### src/rtl/core/lplcm_pkg.sv
// lplcm_pkg: shared constants for the literal pattern line/column matcher
// register index codes, payload widths and special byte values
// no dependencies
`default_nettype none

package lplcm_pkg;

    localparam int PATTERN_MAX_DEFAULT = 32;
    localparam int COUNT_BITS_DEFAULT  = 24;

    localparam int BYTE_W      = 8;
    localparam int OUT_W       = 24;
    localparam int LEN_W       = 6;
    localparam int WORD_W      = 64;
    localparam int NUM_WORDS   = 4;
    localparam int PAT_BYTES   = 32;
    localparam int PAT_IDX_W   = 5;
    localparam int CFG_DATA_W  = 64;
    localparam int CFG_INDEX_W = 3;

    localparam logic [CFG_INDEX_W-1:0] REG_PATTERN_LENGTH = 3'd0;
    localparam logic [CFG_INDEX_W-1:0] REG_PATTERN_WORD_0 = 3'd1;
    localparam logic [CFG_INDEX_W-1:0] REG_PATTERN_WORD_1 = 3'd2;
    localparam logic [CFG_INDEX_W-1:0] REG_PATTERN_WORD_2 = 3'd3;
    localparam logic [CFG_INDEX_W-1:0] REG_PATTERN_WORD_3 = 3'd4;

    localparam logic [BYTE_W-1:0] CHAR_NUL     = 8'h00;
    localparam logic [BYTE_W-1:0] CHAR_NEWLINE = 8'h0A;

    typedef logic [BYTE_W-1:0] byte_t;
    typedef logic [OUT_W-1:0]  count_out_t;

endpackage

`default_nettype wire

### src/rtl/core/lplcm_stream_if.sv
// lplcm_text_if and lplcm_match_if: valid/ready channels of the matcher
// text bytes in, line/column results out
// depends on lplcm_pkg
`default_nettype none

interface lplcm_text_if;
    import lplcm_pkg::*;

    logic  valid;
    logic  ready;
    byte_t text_byte;
    logic  file_start;

    modport source (output valid, output text_byte, output file_start, input ready);
    modport sink   (input valid, input text_byte, input file_start, output ready);
endinterface

interface lplcm_match_if;
    import lplcm_pkg::*;

    logic       valid;
    logic       ready;
    count_out_t line_number;
    count_out_t column_number;

    modport source (output valid, output line_number, output column_number, input ready);
    modport sink   (input valid, input line_number, input column_number, output ready);
endinterface

`default_nettype wire

### src/rtl/core/literal_pattern_line_column_matcher.sv
// literal_pattern_line_column_matcher: streaming literal search with line/column report
// depends on lplcm_pkg, lplcm_text_if, lplcm_match_if
`default_nettype none

// Takes one text byte per transaction and reports the 1-based line and start
// column of every occurrence of the configured pattern (1 to 32 bytes, set
// through the write port; the user must write it only while no transaction is
// in flight, as the block does not enforce this). The block sustains one byte
// per clock while no result waits on a stalled sink: a byte is compared against
// the line history while it sits in the input register and, on a match, lands in
// the result register when it leaves the input register. While a result waits
// on a stalled sink, the byte in the input register waits with it, whether or
// not it gives a result, and the input takes at most one byte behind the
// waiting result. No clearing pass is needed after reset.
module literal_pattern_line_column_matcher
#(
    parameter int PATTERN_MAX = lplcm_pkg::PATTERN_MAX_DEFAULT,
    parameter int COUNT_BITS  = lplcm_pkg::COUNT_BITS_DEFAULT
)(
    input  wire logic                              clk,
    input  wire logic                              rst_n,
    lplcm_text_if.sink                             text_in,
    lplcm_match_if.source                          match_out,
    input  wire logic                              cfg_wr_en,
    input  wire logic [lplcm_pkg::CFG_INDEX_W-1:0] cfg_index,
    input  wire logic [lplcm_pkg::CFG_DATA_W-1:0]  cfg_wr_data
);
    import lplcm_pkg::*;

    localparam int BOL_W  = $clog2(PATTERN_MAX + 1);
    localparam int WIDE_W = (COUNT_BITS > OUT_W) ? COUNT_BITS : OUT_W;
    localparam logic [COUNT_BITS-1:0] COUNT_MAX = {COUNT_BITS{1'b1}};

    // configuration
    logic [LEN_W-1:0]  pattern_length_reg;
    logic [WORD_W-1:0] pattern_word_reg [NUM_WORDS];
    byte_t             pat_bytes [PAT_BYTES];

    // input register
    logic  in_valid_reg;
    byte_t in_byte_reg;
    logic  in_start_reg;

    // line state
    byte_t                 hist_reg [PATTERN_MAX];
    logic [BOL_W-1:0]      bol_reg;
    logic [COUNT_BITS-1:0] line_reg;
    logic [COUNT_BITS-1:0] col_reg;
    logic                  binary_reg;

    byte_t                 hist_cur [PATTERN_MAX];
    logic [BOL_W-1:0]      bol_cur;
    logic [COUNT_BITS-1:0] line_cur;
    logic [COUNT_BITS-1:0] col_cur;
    logic                  binary_cur;

    byte_t                 hist_next [PATTERN_MAX];
    logic [BOL_W-1:0]      bol_next;
    logic [COUNT_BITS-1:0] line_next;
    logic [COUNT_BITS-1:0] col_next;
    logic                  binary_next;

    // result register
    logic       out_valid_reg;
    count_out_t out_line_reg;
    count_out_t out_col_reg;

    logic                  proc_go;
    logic                  text_byte_seen;
    logic                  hit;
    logic [PATTERN_MAX-1:0] cmp_ok;
    logic [COUNT_BITS-1:0] start_col;
    logic [WIDE_W-1:0]     line_wide;
    logic [WIDE_W-1:0]     col_wide;

    assign proc_go       = in_valid_reg && (!out_valid_reg || match_out.ready);
    assign text_in.ready = !in_valid_reg || proc_go;

    assign match_out.valid         = out_valid_reg;
    assign match_out.line_number   = out_line_reg;
    assign match_out.column_number = out_col_reg;

    always_comb
    begin
        for (int i = 0; i < PAT_BYTES; i++)
        begin
            pat_bytes[i] = pattern_word_reg[i / 8][(i % 8) * 8 +: 8];
        end
    end

    always_ff @(posedge clk or negedge rst_n)
    begin
        if (!rst_n)
        begin
            pattern_length_reg <= '0;
            for (int w = 0; w < NUM_WORDS; w++)
            begin
                pattern_word_reg[w] <= '0;
            end
        end
        else if (cfg_wr_en)
        begin
            unique case (cfg_index)
                REG_PATTERN_LENGTH: pattern_length_reg  <= cfg_wr_data[LEN_W-1:0];
                REG_PATTERN_WORD_0: pattern_word_reg[0] <= cfg_wr_data;
                REG_PATTERN_WORD_1: pattern_word_reg[1] <= cfg_wr_data;
                REG_PATTERN_WORD_2: pattern_word_reg[2] <= cfg_wr_data;
                REG_PATTERN_WORD_3: pattern_word_reg[3] <= cfg_wr_data;
                default:            ;
            endcase
        end
    end

    // state seen by the byte, with file start clearing applied first
    always_comb
    begin
        if (in_start_reg)
        begin
            for (int k = 0; k < PATTERN_MAX; k++)
            begin
                hist_cur[k] = '0;
            end
            bol_cur    = '0;
            line_cur   = COUNT_BITS'(1);
            col_cur    = '0;
            binary_cur = 1'b0;
        end
        else
        begin
            hist_cur   = hist_reg;
            bol_cur    = bol_reg;
            line_cur   = line_reg;
            col_cur    = col_reg;
            binary_cur = binary_reg;
        end
    end

    always_comb
    begin
        hist_next      = hist_cur;
        bol_next       = bol_cur;
        line_next      = line_cur;
        col_next       = col_cur;
        binary_next    = binary_cur;
        text_byte_seen = 1'b0;
        if (!binary_cur)
        begin
            if (in_byte_reg == CHAR_NUL)
            begin
                binary_next = 1'b1;
            end
            else if (in_byte_reg == CHAR_NEWLINE)
            begin
                if (line_cur != COUNT_MAX)
                begin
                    line_next = line_cur + COUNT_BITS'(1);
                end
                col_next = '0;
                bol_next = '0;
            end
            else
            begin
                text_byte_seen = 1'b1;
                if (col_cur != COUNT_MAX)
                begin
                    col_next = col_cur + COUNT_BITS'(1);
                end
                hist_next[0] = in_byte_reg;
                for (int k = 1; k < PATTERN_MAX; k++)
                begin
                    hist_next[k] = hist_cur[k-1];
                end
                if (bol_cur != BOL_W'(PATTERN_MAX))
                begin
                    bol_next = bol_cur + BOL_W'(1);
                end
            end
        end
    end

    // history byte j is compared with pattern byte length-1-j
    always_comb
    begin
        for (int j = 0; j < PATTERN_MAX; j++)
        begin
            cmp_ok[j] = (LEN_W'(j) >= pattern_length_reg) ||
                (hist_next[j] ==
                 pat_bytes[PAT_IDX_W'(pattern_length_reg - LEN_W'(1) - LEN_W'(j))]);
        end
    end

    assign hit = text_byte_seen &&
                 (pattern_length_reg != '0) &&
                 (pattern_length_reg <= LEN_W'(PATTERN_MAX)) &&
                 (LEN_W'(bol_next) >= pattern_length_reg) &&
                 (&cmp_ok);

    assign start_col = col_next - COUNT_BITS'(pattern_length_reg) + COUNT_BITS'(1);
    assign line_wide = WIDE_W'(line_next);
    assign col_wide  = WIDE_W'(start_col);

    always_ff @(posedge clk or negedge rst_n)
    begin
        if (!rst_n)
        begin
            in_valid_reg <= 1'b0;
        end
        else if (text_in.ready)
        begin
            in_valid_reg <= text_in.valid;
        end
    end

    always_ff @(posedge clk)
    begin
        if (text_in.ready && text_in.valid)
        begin
            in_byte_reg  <= text_in.text_byte;
            in_start_reg <= text_in.file_start;
        end
    end

    always_ff @(posedge clk or negedge rst_n)
    begin
        if (!rst_n)
        begin
            for (int k = 0; k < PATTERN_MAX; k++)
            begin
                hist_reg[k] <= '0;
            end
            bol_reg    <= '0;
            line_reg   <= COUNT_BITS'(1);
            col_reg    <= '0;
            binary_reg <= 1'b0;
        end
        else if (proc_go)
        begin
            hist_reg   <= hist_next;
            bol_reg    <= bol_next;
            line_reg   <= line_next;
            col_reg    <= col_next;
            binary_reg <= binary_next;
        end
    end

    always_ff @(posedge clk or negedge rst_n)
    begin
        if (!rst_n)
        begin
            out_valid_reg <= 1'b0;
        end
        else if (proc_go)
        begin
            out_valid_reg <= hit;
        end
        else if (match_out.ready)
        begin
            out_valid_reg <= 1'b0;
        end
    end

    always_ff @(posedge clk)
    begin
        if (proc_go && hit)
        begin
            out_line_reg <= line_wide[OUT_W-1:0];
            out_col_reg  <= col_wide[OUT_W-1:0];
        end
    end

    // checks
    a_ready_low_means_full: assert property (@(posedge clk) disable iff (!rst_n)
        !text_in.ready |-> in_valid_reg)
        else $error("input stalled with empty input register");

    a_bol_bound: assert property (@(posedge clk) disable iff (!rst_n)
        bol_reg <= BOL_W'(PATTERN_MAX))
        else $error("line history count above depth");

    a_col_covers_history: assert property (@(posedge clk) disable iff (!rst_n)
        col_reg >= COUNT_BITS'(bol_reg))
        else $error("column behind line history count");

    a_result_nonzero: assert property (@(posedge clk) disable iff (!rst_n)
        out_valid_reg |-> (COUNT_BITS > OUT_W) ||
                          ((out_line_reg != '0) && (out_col_reg != '0)))
        else $error("zero line or column in result");

endmodule

`default_nettype wire

### src/flat_wrapper.sv
// flat-port wrapper written by rule: the top's interface ports become plain ports
module literal_pattern_line_column_matcher_flat import lplcm_pkg::*;
#(
    parameter int PATTERN_MAX = lplcm_pkg::PATTERN_MAX_DEFAULT,
    parameter int COUNT_BITS  = lplcm_pkg::COUNT_BITS_DEFAULT
)
  (clk, rst_n, cfg_wr_en, cfg_index, cfg_wr_data, text_in_valid, text_in_text_byte, text_in_file_start, text_in_ready, match_out_valid, match_out_line_number, match_out_column_number, match_out_ready);
  lplcm_text_if text_in_i ();
  lplcm_match_if match_out_i ();
  input  wire logic clk;
  input  wire logic rst_n;
  input  wire logic cfg_wr_en;
  input  wire logic [lplcm_pkg::CFG_INDEX_W-1:0] cfg_index;
  input  wire logic [lplcm_pkg::CFG_DATA_W-1:0] cfg_wr_data;
  input wire logic [$bits(text_in_i.valid)-1:0] text_in_valid;
  input wire logic [$bits(text_in_i.text_byte)-1:0] text_in_text_byte;
  input wire logic [$bits(text_in_i.file_start)-1:0] text_in_file_start;
  output wire logic [$bits(text_in_i.ready)-1:0] text_in_ready;
  output wire logic [$bits(match_out_i.valid)-1:0] match_out_valid;
  output wire logic [$bits(match_out_i.line_number)-1:0] match_out_line_number;
  output wire logic [$bits(match_out_i.column_number)-1:0] match_out_column_number;
  input wire logic [$bits(match_out_i.ready)-1:0] match_out_ready;
  assign text_in_i.valid = text_in_valid;
  assign text_in_i.text_byte = text_in_text_byte;
  assign text_in_i.file_start = text_in_file_start;
  assign text_in_ready = text_in_i.ready;
  assign match_out_valid = match_out_i.valid;
  assign match_out_line_number = match_out_i.line_number;
  assign match_out_column_number = match_out_i.column_number;
  assign match_out_i.ready = match_out_ready;
  literal_pattern_line_column_matcher #(.PATTERN_MAX(PATTERN_MAX), .COUNT_BITS(COUNT_BITS)) u_core (.clk(clk), .rst_n(rst_n), .text_in(text_in_i), .match_out(match_out_i), .cfg_wr_en(cfg_wr_en), .cfg_index(cfg_index), .cfg_wr_data(cfg_wr_data));
endmodule
### config.mk
export PLATFORM = sky130hd
export DESIGN_NAME = literal_pattern_line_column_matcher_flat
export DESIGN_NICKNAME = d
export VERILOG_FILES = /design/src/rtl/core/lplcm_pkg.sv /design/src/rtl/core/lplcm_stream_if.sv /design/src/rtl/core/literal_pattern_line_column_matcher.sv /design/src/flat_wrapper.sv
export SDC_FILE = /design/constraint.sdc
export NUM_CORES = 2
export LEC_CHECK = 0
export CORE_AREA = 2 2 344 346
export DETAILED_ROUTE_END_ITERATION = 12
export DIE_AREA = 0 0 346 348
export DONT_BUFFER_PORTS = 1
export GPL_TIMING_DRIVEN = 0
export MAX_ROUTING_LAYER = met4
export PLACE_DENSITY_LB_ADDON = 0.2
export SLEW_MARGIN = 20
export SYNTH_ARGS = -nofsm -noshare
export SYNTH_HDL_FRONTEND = slang
export SYNTH_SLANG_ARGS = --single-unit
### constraint.sdc
create_clock -name clk -period 11.45 [get_ports clk]
set_input_delay 0.5725 -clock clk [delete_from_list [all_inputs] [get_ports clk]]
set_output_delay 0.5725 -clock clk [all_outputs]
set_load 0.02 [all_outputs]
-- Yosys cells after proc, flatten, opt, wreduce, memory -nomap -nowiden
Index checks and enable logic that the tools add are counted.
- add/subtract/negate cells: 37
- $mul: 0
- div/mod/pow operators: 0
- order comparisons: 66
- equal/unequal tests: 40
- shift operators: 0
- mux-type cells: 123
- bitwise logic cells: 32
- reductions and logical operators: 53
- operators with widths (operator ; number):
    $bmux W8 S5 ; 32
    $mux W256 ; 4
    $mux W8 ; 64
    $eq A8 B8 Y1 ; 32
    $mux W24 ; 10
    $ge A6 B6 Y1 const B ; 32
    $not A5 Y6 ; 32
    $ge A5 B6 Y1 const A ; 16
    $sub A5 B5 Y5 const B ; 16
    $add A24 B1 Y24 const B ; 3
    $ge A4 B6 Y1 const A ; 8
    $ne A24 B24 Y1 const B ; 2
    $sub A5 B4 Y5 const B ; 8
    $logic_or A1 B1 Y1 ; 34
    $reduce_and A32 Y1 ; 1
    $mux W6 ; 5
    $ge A3 B6 Y1 const A ; 4
    $sub A24 B6 Y24 ; 1
    $sub A5 B3 Y5 const B ; 4
    $ge A1 B6 Y1 const A ; 2
    $ge A2 B6 Y1 const A ; 2
    $reduce_and A2 Y1 ; 5
    $sub A5 B1 Y5 const B ; 2
    $sub A5 B2 Y5 const B ; 2
    15 further kinds ; 30
- flip-flop bits (word level): 632
- bits in latches: 0
- RAM bits: 0
- memory bits (read-only): 0
- input port bits: 81
- output and inout bits: 50
- word-level logic and storage cells: 398
- memories kept: 0

-- Depth between registers and ports, before layout
- depth after elaboration: 11
- depth in mapped cells: 35
- mapped depth without buffers: 29

-- Worst setup path after synthesis
Ideal clock, no wire load.
- path kind: reg-to-reg
- start point: reg u_core.pattern_length_reg[0]
- end point: reg u_core.out_col_reg[0] (netlist: u_core.match_out.column_number[0]), enable pin
- setup time: 481 ps
- arrival: 8929 ps
- required time: 10969 ps
- setup slack: 2040 ps
- cell stages (with the launch flop): 25
- path buffers: 9
- period minus slack after synthesis: 9410 ps
- path through: dfrtp_1 buf_4 buf_6 buf_4 inv_1 ha_1 nand2b_1 nand2_1 clkbuf_1 clkbuf_1 clkbuf_1 ha_1 clkbuf_1 xnor3_1 buf_4 buf_4 mux4_2 xnor2_1 nor3_1 a31oi_1 or4_1 a2111oi_1 nand4_1 or4_1 nor4_2
- word-level cells in the longest chain between the ends: 11
- elaborated cells between the ends (all ways): 265
- those cells by class: add/sub: 32; order compare: 34; eq/ne: 32; mux: 96; bitwise: 32; reduce/logical: 39
- ends and longest elaborated chain (what ; line ; source):
    start, declared ; literal_pattern_line_column_matcher.sv:35 ; logic [LEN_W-1:0] pattern_length_reg;
    start signal, assigned ; literal_pattern_line_column_matcher.sv:104 ; REG_PATTERN_LENGTH: pattern_length_reg <= cfg_wr_data[LEN_W-1:0];
    $sub A5 B1 Y5 ; literal_pattern_line_column_matcher.sv:188 ; pat_bytes[PAT_IDX_W'(pattern_length_reg - LEN_W'(1) - LEN_W'(j))]);
    $sub A5 B1 Y5 (tied with other cells) ; literal_pattern_line_column_matcher.sv:188 ;
    $not A5 Y6 (not written as such) ; literal_pattern_line_column_matcher.sv:188 ;
    $bmux W8 S5 ; literal_pattern_line_column_matcher.sv:188 ;
    $mux W8 (not written as such) (2 in a row) ; literal_pattern_line_column_matcher.sv:188 ;
    $eq A8 B8 Y1 ; literal_pattern_line_column_matcher.sv:187 ; (hist_next[j] ==
    $logic_or A1 B1 Y1 ; literal_pattern_line_column_matcher.sv:186 ; cmp_ok[j] = (LEN_W'(j) >= pattern_length_reg) ||
    $reduce_and A32 Y1 ; literal_pattern_line_column_matcher.sv:196 ; (&cmp_ok);
    $logic_and A1 B1 Y1 * ; literal_pattern_line_column_matcher.sv:195 ; (LEN_W'(bol_next) >= pattern_length_reg) &&
    $logic_and A1 B1 Y1 * ; literal_pattern_line_column_matcher.sv:264 ; if (proc_go && hit)
    end signal, assigned ; literal_pattern_line_column_matcher.sv:267 ; out_col_reg <= col_wide[OUT_W-1:0];
    end, declared ; literal_pattern_line_column_matcher.sv:66 ; count_out_t out_col_reg;
Mark *: on every way between the ends. The rest lies on a longest branch, timed or not. The select of a mux whose other input is x is not followed.
A chain may end at the register's enable or synchronous reset.

-- Worst setup path after layout
- start point: reg u_core.pattern_length_reg[0]
- end point: reg u_core.out_line_reg[7] (netlist: u_core.match_out.line_number[7]), enable pin
- word-level cells in the longest chain between the ends: 11
- elaborated cells between the ends (all ways): 265
- those cells by class: add/sub: 32; order compare: 34; eq/ne: 32; mux: 96; bitwise: 32; reduce/logical: 39
- ends and longest elaborated chain (what ; line ; source):
    $sub A5 B1 Y5 ; literal_pattern_line_column_matcher.sv:188 ;
    $sub A5 B1 Y5 (tied with other cells) ; literal_pattern_line_column_matcher.sv:188 ;
    $not A5 Y6 (not written as such) ; literal_pattern_line_column_matcher.sv:188 ;
    $bmux W8 S5 ; literal_pattern_line_column_matcher.sv:188 ;
    $mux W8 (not written as such) (2 in a row) ; literal_pattern_line_column_matcher.sv:188 ;
    $eq A8 B8 Y1 ; literal_pattern_line_column_matcher.sv:187 ;
    $logic_or A1 B1 Y1 ; literal_pattern_line_column_matcher.sv:186 ;
    $reduce_and A32 Y1 ; literal_pattern_line_column_matcher.sv:196 ;
    $logic_and A1 B1 Y1 * ; literal_pattern_line_column_matcher.sv:195 ;
    $logic_and A1 B1 Y1 * ; literal_pattern_line_column_matcher.sv:264 ;
    end signal, assigned ; literal_pattern_line_column_matcher.sv:266 ; out_line_reg <= line_wide[OUT_W-1:0];
    end, declared ; literal_pattern_line_column_matcher.sv:65 ; count_out_t out_line_reg;
Marks and branches as above.

==> results.py <==
metrics = {
    "critical_path": {
        "crit_arrival_ns": 12.01,
        "r2r_start": "u_core.pattern_length_reg[0]$_DFFE_PN0P_",
        "crit_slowest_cell": "dfrtp_1",
        "cpLargestDelayFamily": "buffers and inverters",
        "crit_fanout": 15,
        "reg2reg_depth": 30,
        "crit_path_frequent_cell": "buf_4",
        "crit_path_end_kind": "flop",
        "critical_path.max_stage_delay_ns": 0.74,
        "worstSetupPathType": "flop to flop",
        "crit_buf_inv": 18,
        "critPathRequiredTime_ns": 11.88,
        "reg2reg_to": "u_core.match_out.line_number[7]$_DFFE_PP_",
        "r2r_slack_ns": -0.13,
        "startpoint_type": "flop",
    },
    "yosys": {
        "syn_area_um2": 52100,
        "ys_top_cells_by_area": "dfrtp_1 28%, mux2_2 10%, mux2i_1 9.2%",
        "synth_cells": 5779,
        "ys_types": 106,
        "avgSynthCellArea_um2": 9.01,
        "syn_nets": 5908,
        "synth.top_cell.area_share_pct": 27.6,
        "synth_largest_area_cell": "dfrtp_1",
        "synth-edff-count": 57,
        "synthFlopType": "dfrtp_1",
        "async_flop_share_pct": 91.0,
        "ys_warn_count": 0,
        "synth_seq_cells": 632,
        "seq_area_frac_synth_pct": 30.9,
    },
    "clocking": {
        "clkTransAtPathRegs_ns": 0.06,
        "cts_tree": "done",
        "cts_root_buffer": "clkbuf_16",
        "clk_latency_ns": 0.75,
        "cts.sinks": 632,
        "cts_setup_buffers": 0,
        "cts_buffer_depth": 3,
        "cts_buffers": 75,
        "cts_max_level": 3,
    },
    "global_route": {
        "grt_pass1_wl_um": 418000,
        "first_global_vias": 48000,
        "grt_max_degree": 576,
        "antenna_found_initial": 17,
        "gr-usage-all-layers_pct": 52.4,
        "gr-total-overflow": 0,
    },
    "drt": {
        "vias": 52400,
        "detail_route.first_pass.iterations": 7,
        "drt-total-wl_um": 313000,
        "drc_errors": 0,
        "vias_per_cell": 6.93,
        "post_drt_wl_per_cell_um": 41.4,
        "drtIter0Drc": 7765,
        "ant_nets": 0,
    },
    "layout": {
        "fin_cells": 7567,
        "area_growth_pct": 11.1,
        "fill_cells": 11300,
        "fin_nets": 6084,
        "final_util_pct": 49.4,
        "mostFrequentLayoutCell": "nand2_1",
        "drive_above_1_share_pct": 16.6,
        "most-common-layout-cells": "1098 x nand2_1, 574 x dfrtp_1, 466 x mux2_2",
    },
    "timing": {
        "setup_violations": 13,
        "rsz0062_at_grt": "no",
        "slew_headroom_pct": -1.61,
        "finalCriticalPeriod_ns": 11.58,
        "setup_slack_ns": -0.134,
        "fmax_mhz": 86.3,
        "final_hold_viol_count": 3,
        "drv_slew": 3,
        "hold_slack_ns": -0.00824,
        "finalCritPeriodShare_pct": 101,
        "finalClockSkew_ns": 0.0338,
        "worstMarginPinSlew_ns": 1.51,
    },
    "power_and_ir_drop": {
        "leakagePower_uw": 0.0227,
        "ir_worst_vdd_uv": 177,
        "p_per_area_nw_per_um2": 273,
    },
    "floorplan": {
        "die_h_um": 348,
        "rows": 126,
        "ioPinCount": 131,
        "coreArea_um2": 117000,
        "die_x_um": 346,
        "start_util_pct": 44.5,
        "die_area_um2": 120000,
    },
    "worst_hold_path": {
        "min-delay-start": "cfg_wr_data[35]",
        "hold_path_depth": 1,
        "min-delay-path-class": "input pin to flop",
        "holdPathEnd": "u_core.pat_bytes[27]$_DFFE_PN0P_",
    },
    "job": {
        "drv_cap": 1,
    },
    "placed_design": {
        "dpl.hpwl_um": 253000,
        "place_ws_ns": 0.00189,
        "placedCellCount": 7328,
        "place_congestion": 1.20,
        "portBuffers": 0,
    },
    "run_status": {
        "status": "finished with violations",
        "violations": "hold timing, capacitance limit, slew limit, setup timing",
    },
}
logic make-up (layout without fill, tap and decap cells):
family          count (synthesis)  after routing  share of synthesized area, %
flops                         632            632                          30.9
compound gates               1300           1300                          15.5
other cells                     0             20                             0
buf+inv                       493            725                          4.37
mux                          1096           1096                          25.7
simple gates                 1789           1789                          15.1
xor+xnor                      421            421                          7.23
fa+ha+maj                      48             48                          1.17
layer usage:
layer	global-route usage, %	wire length, um	vias up
li1	-	-	21300
met1	60.6	113000	26200
met2	72.0	126000	3861
met3	16.0	36400	1056
met4	49.1	38100	0
met5	-	0	-
cells in the mapped netlist (all sizes together), types with 34 or more instances:
| library cell | instances |
|---|---|
| nand3 | 92 |
| dfrtp | 574 |
| nand2 | 1101 |
| xnor2 | 266 |
| ha | 47 |
| a21oi | 330 |
| clkbuf | 239 |
| and3 | 41 |
| edfxtp | 57 |
| nor2 | 217 |
| nor4 | 51 |
| o21ai | 410 |
| or3 | 34 |
| inv | 61 |
| a22oi | 254 |
| mux4 | 144 |
| nand4 | 44 |
| xor2 | 152 |
| a211oi | 67 |
| buf | 191 |
| nor2b | 39 |
| mux2i | 478 |
| nor3 | 75 |
| mux2 | 474 |
worst max path at each step:
stage	end	slack [ns]	from	depth (start not counted)
6_report	u_core.match_out.line_number[7]$_DFFE_PP_	-0.13	u_core.pattern_length_reg[0]$_DFFE_PN0P_	30
3_3_place_gp	u_core.match_out.line_number[8]$_DFFE_PP_	-2.98	u_core.in_start_reg$_DFFE_PP_	28
5_1_grt	u_core.match_out.line_number[9]$_DFFE_PP_	0.03	u_core.pattern_length_reg[0]$_DFFE_PN0P_	29
2_1_floorplan	u_core.match_out.column_number[0]$_DFFE_PP_	2.04	u_core.pattern_length_reg[0]$_DFFE_PN0P_	24
4_1_cts	u_core.match_out.line_number[7]$_DFFE_PP_	0.12	u_core.in_start_reg$_DFFE_PP_	32
3_5_place_dp	u_core.match_out.column_number[22]$_DFFE_PP_	0.002	u_core.in_start_reg$_DFFE_PP_	31
per-stage QoR:
step / instance area, um^2 / total power [uW] / hold slack (ns) / TNS, ns
2_1_floorplan: 52100 / 8940 / 0.277 / 0
5_1_grt: 57800 / 16000 / 0.000758 / 0
6_report: 57800 / 15800 / -0.00824 / -1.69
4_1_cts: 57500 / 15200 / -0.465 / 0
3_3_place_gp: 54000 / 12600 / 0.289 / -142.72
3_5_place_dp: 54300 / 12700 / 0.291 / 0
area by class of cell:
| type | count | area [um^2] | share of cell area, % |
|---|---|---|---|
| Clock inverter | 29 | 360 | 0.623 |
| Multi-Input combinational cell | 4654 | 33900 | 58.7 |
| Timing Repair Buffer | 100 | 1080 | 1.87 |
| Antenna cell | 20 | 50.0 | 0.0866 |
| Inverter | 63 | 236 | 0.409 |
| Buffer | 429 | 2050 | 3.55 |
| Sequential cell | 632 | 16100 | 27.9 |
| Clock buffer | 104 | 2100 | 3.63 |
| Tap cell | 1536 | 1920 | 3.32 |
power by group:
group          internal (uW)  leakage [uW]  switching [uW]
clock network           1400       0.00120            1090
logic                   3690        0.0135            6840
registers               2490       0.00805             279
repair_timing:
action | 4_1_cts | 5_1_grt
gates resized for setup | 1 | 6
endpoints found under the hold margin | 822 | 143
cloned | 0 | 0
setup endpoints to repair | 2 | 14
hold buffers | 76 | 6
No activity file was read; power rests on OpenSTA's default activity.
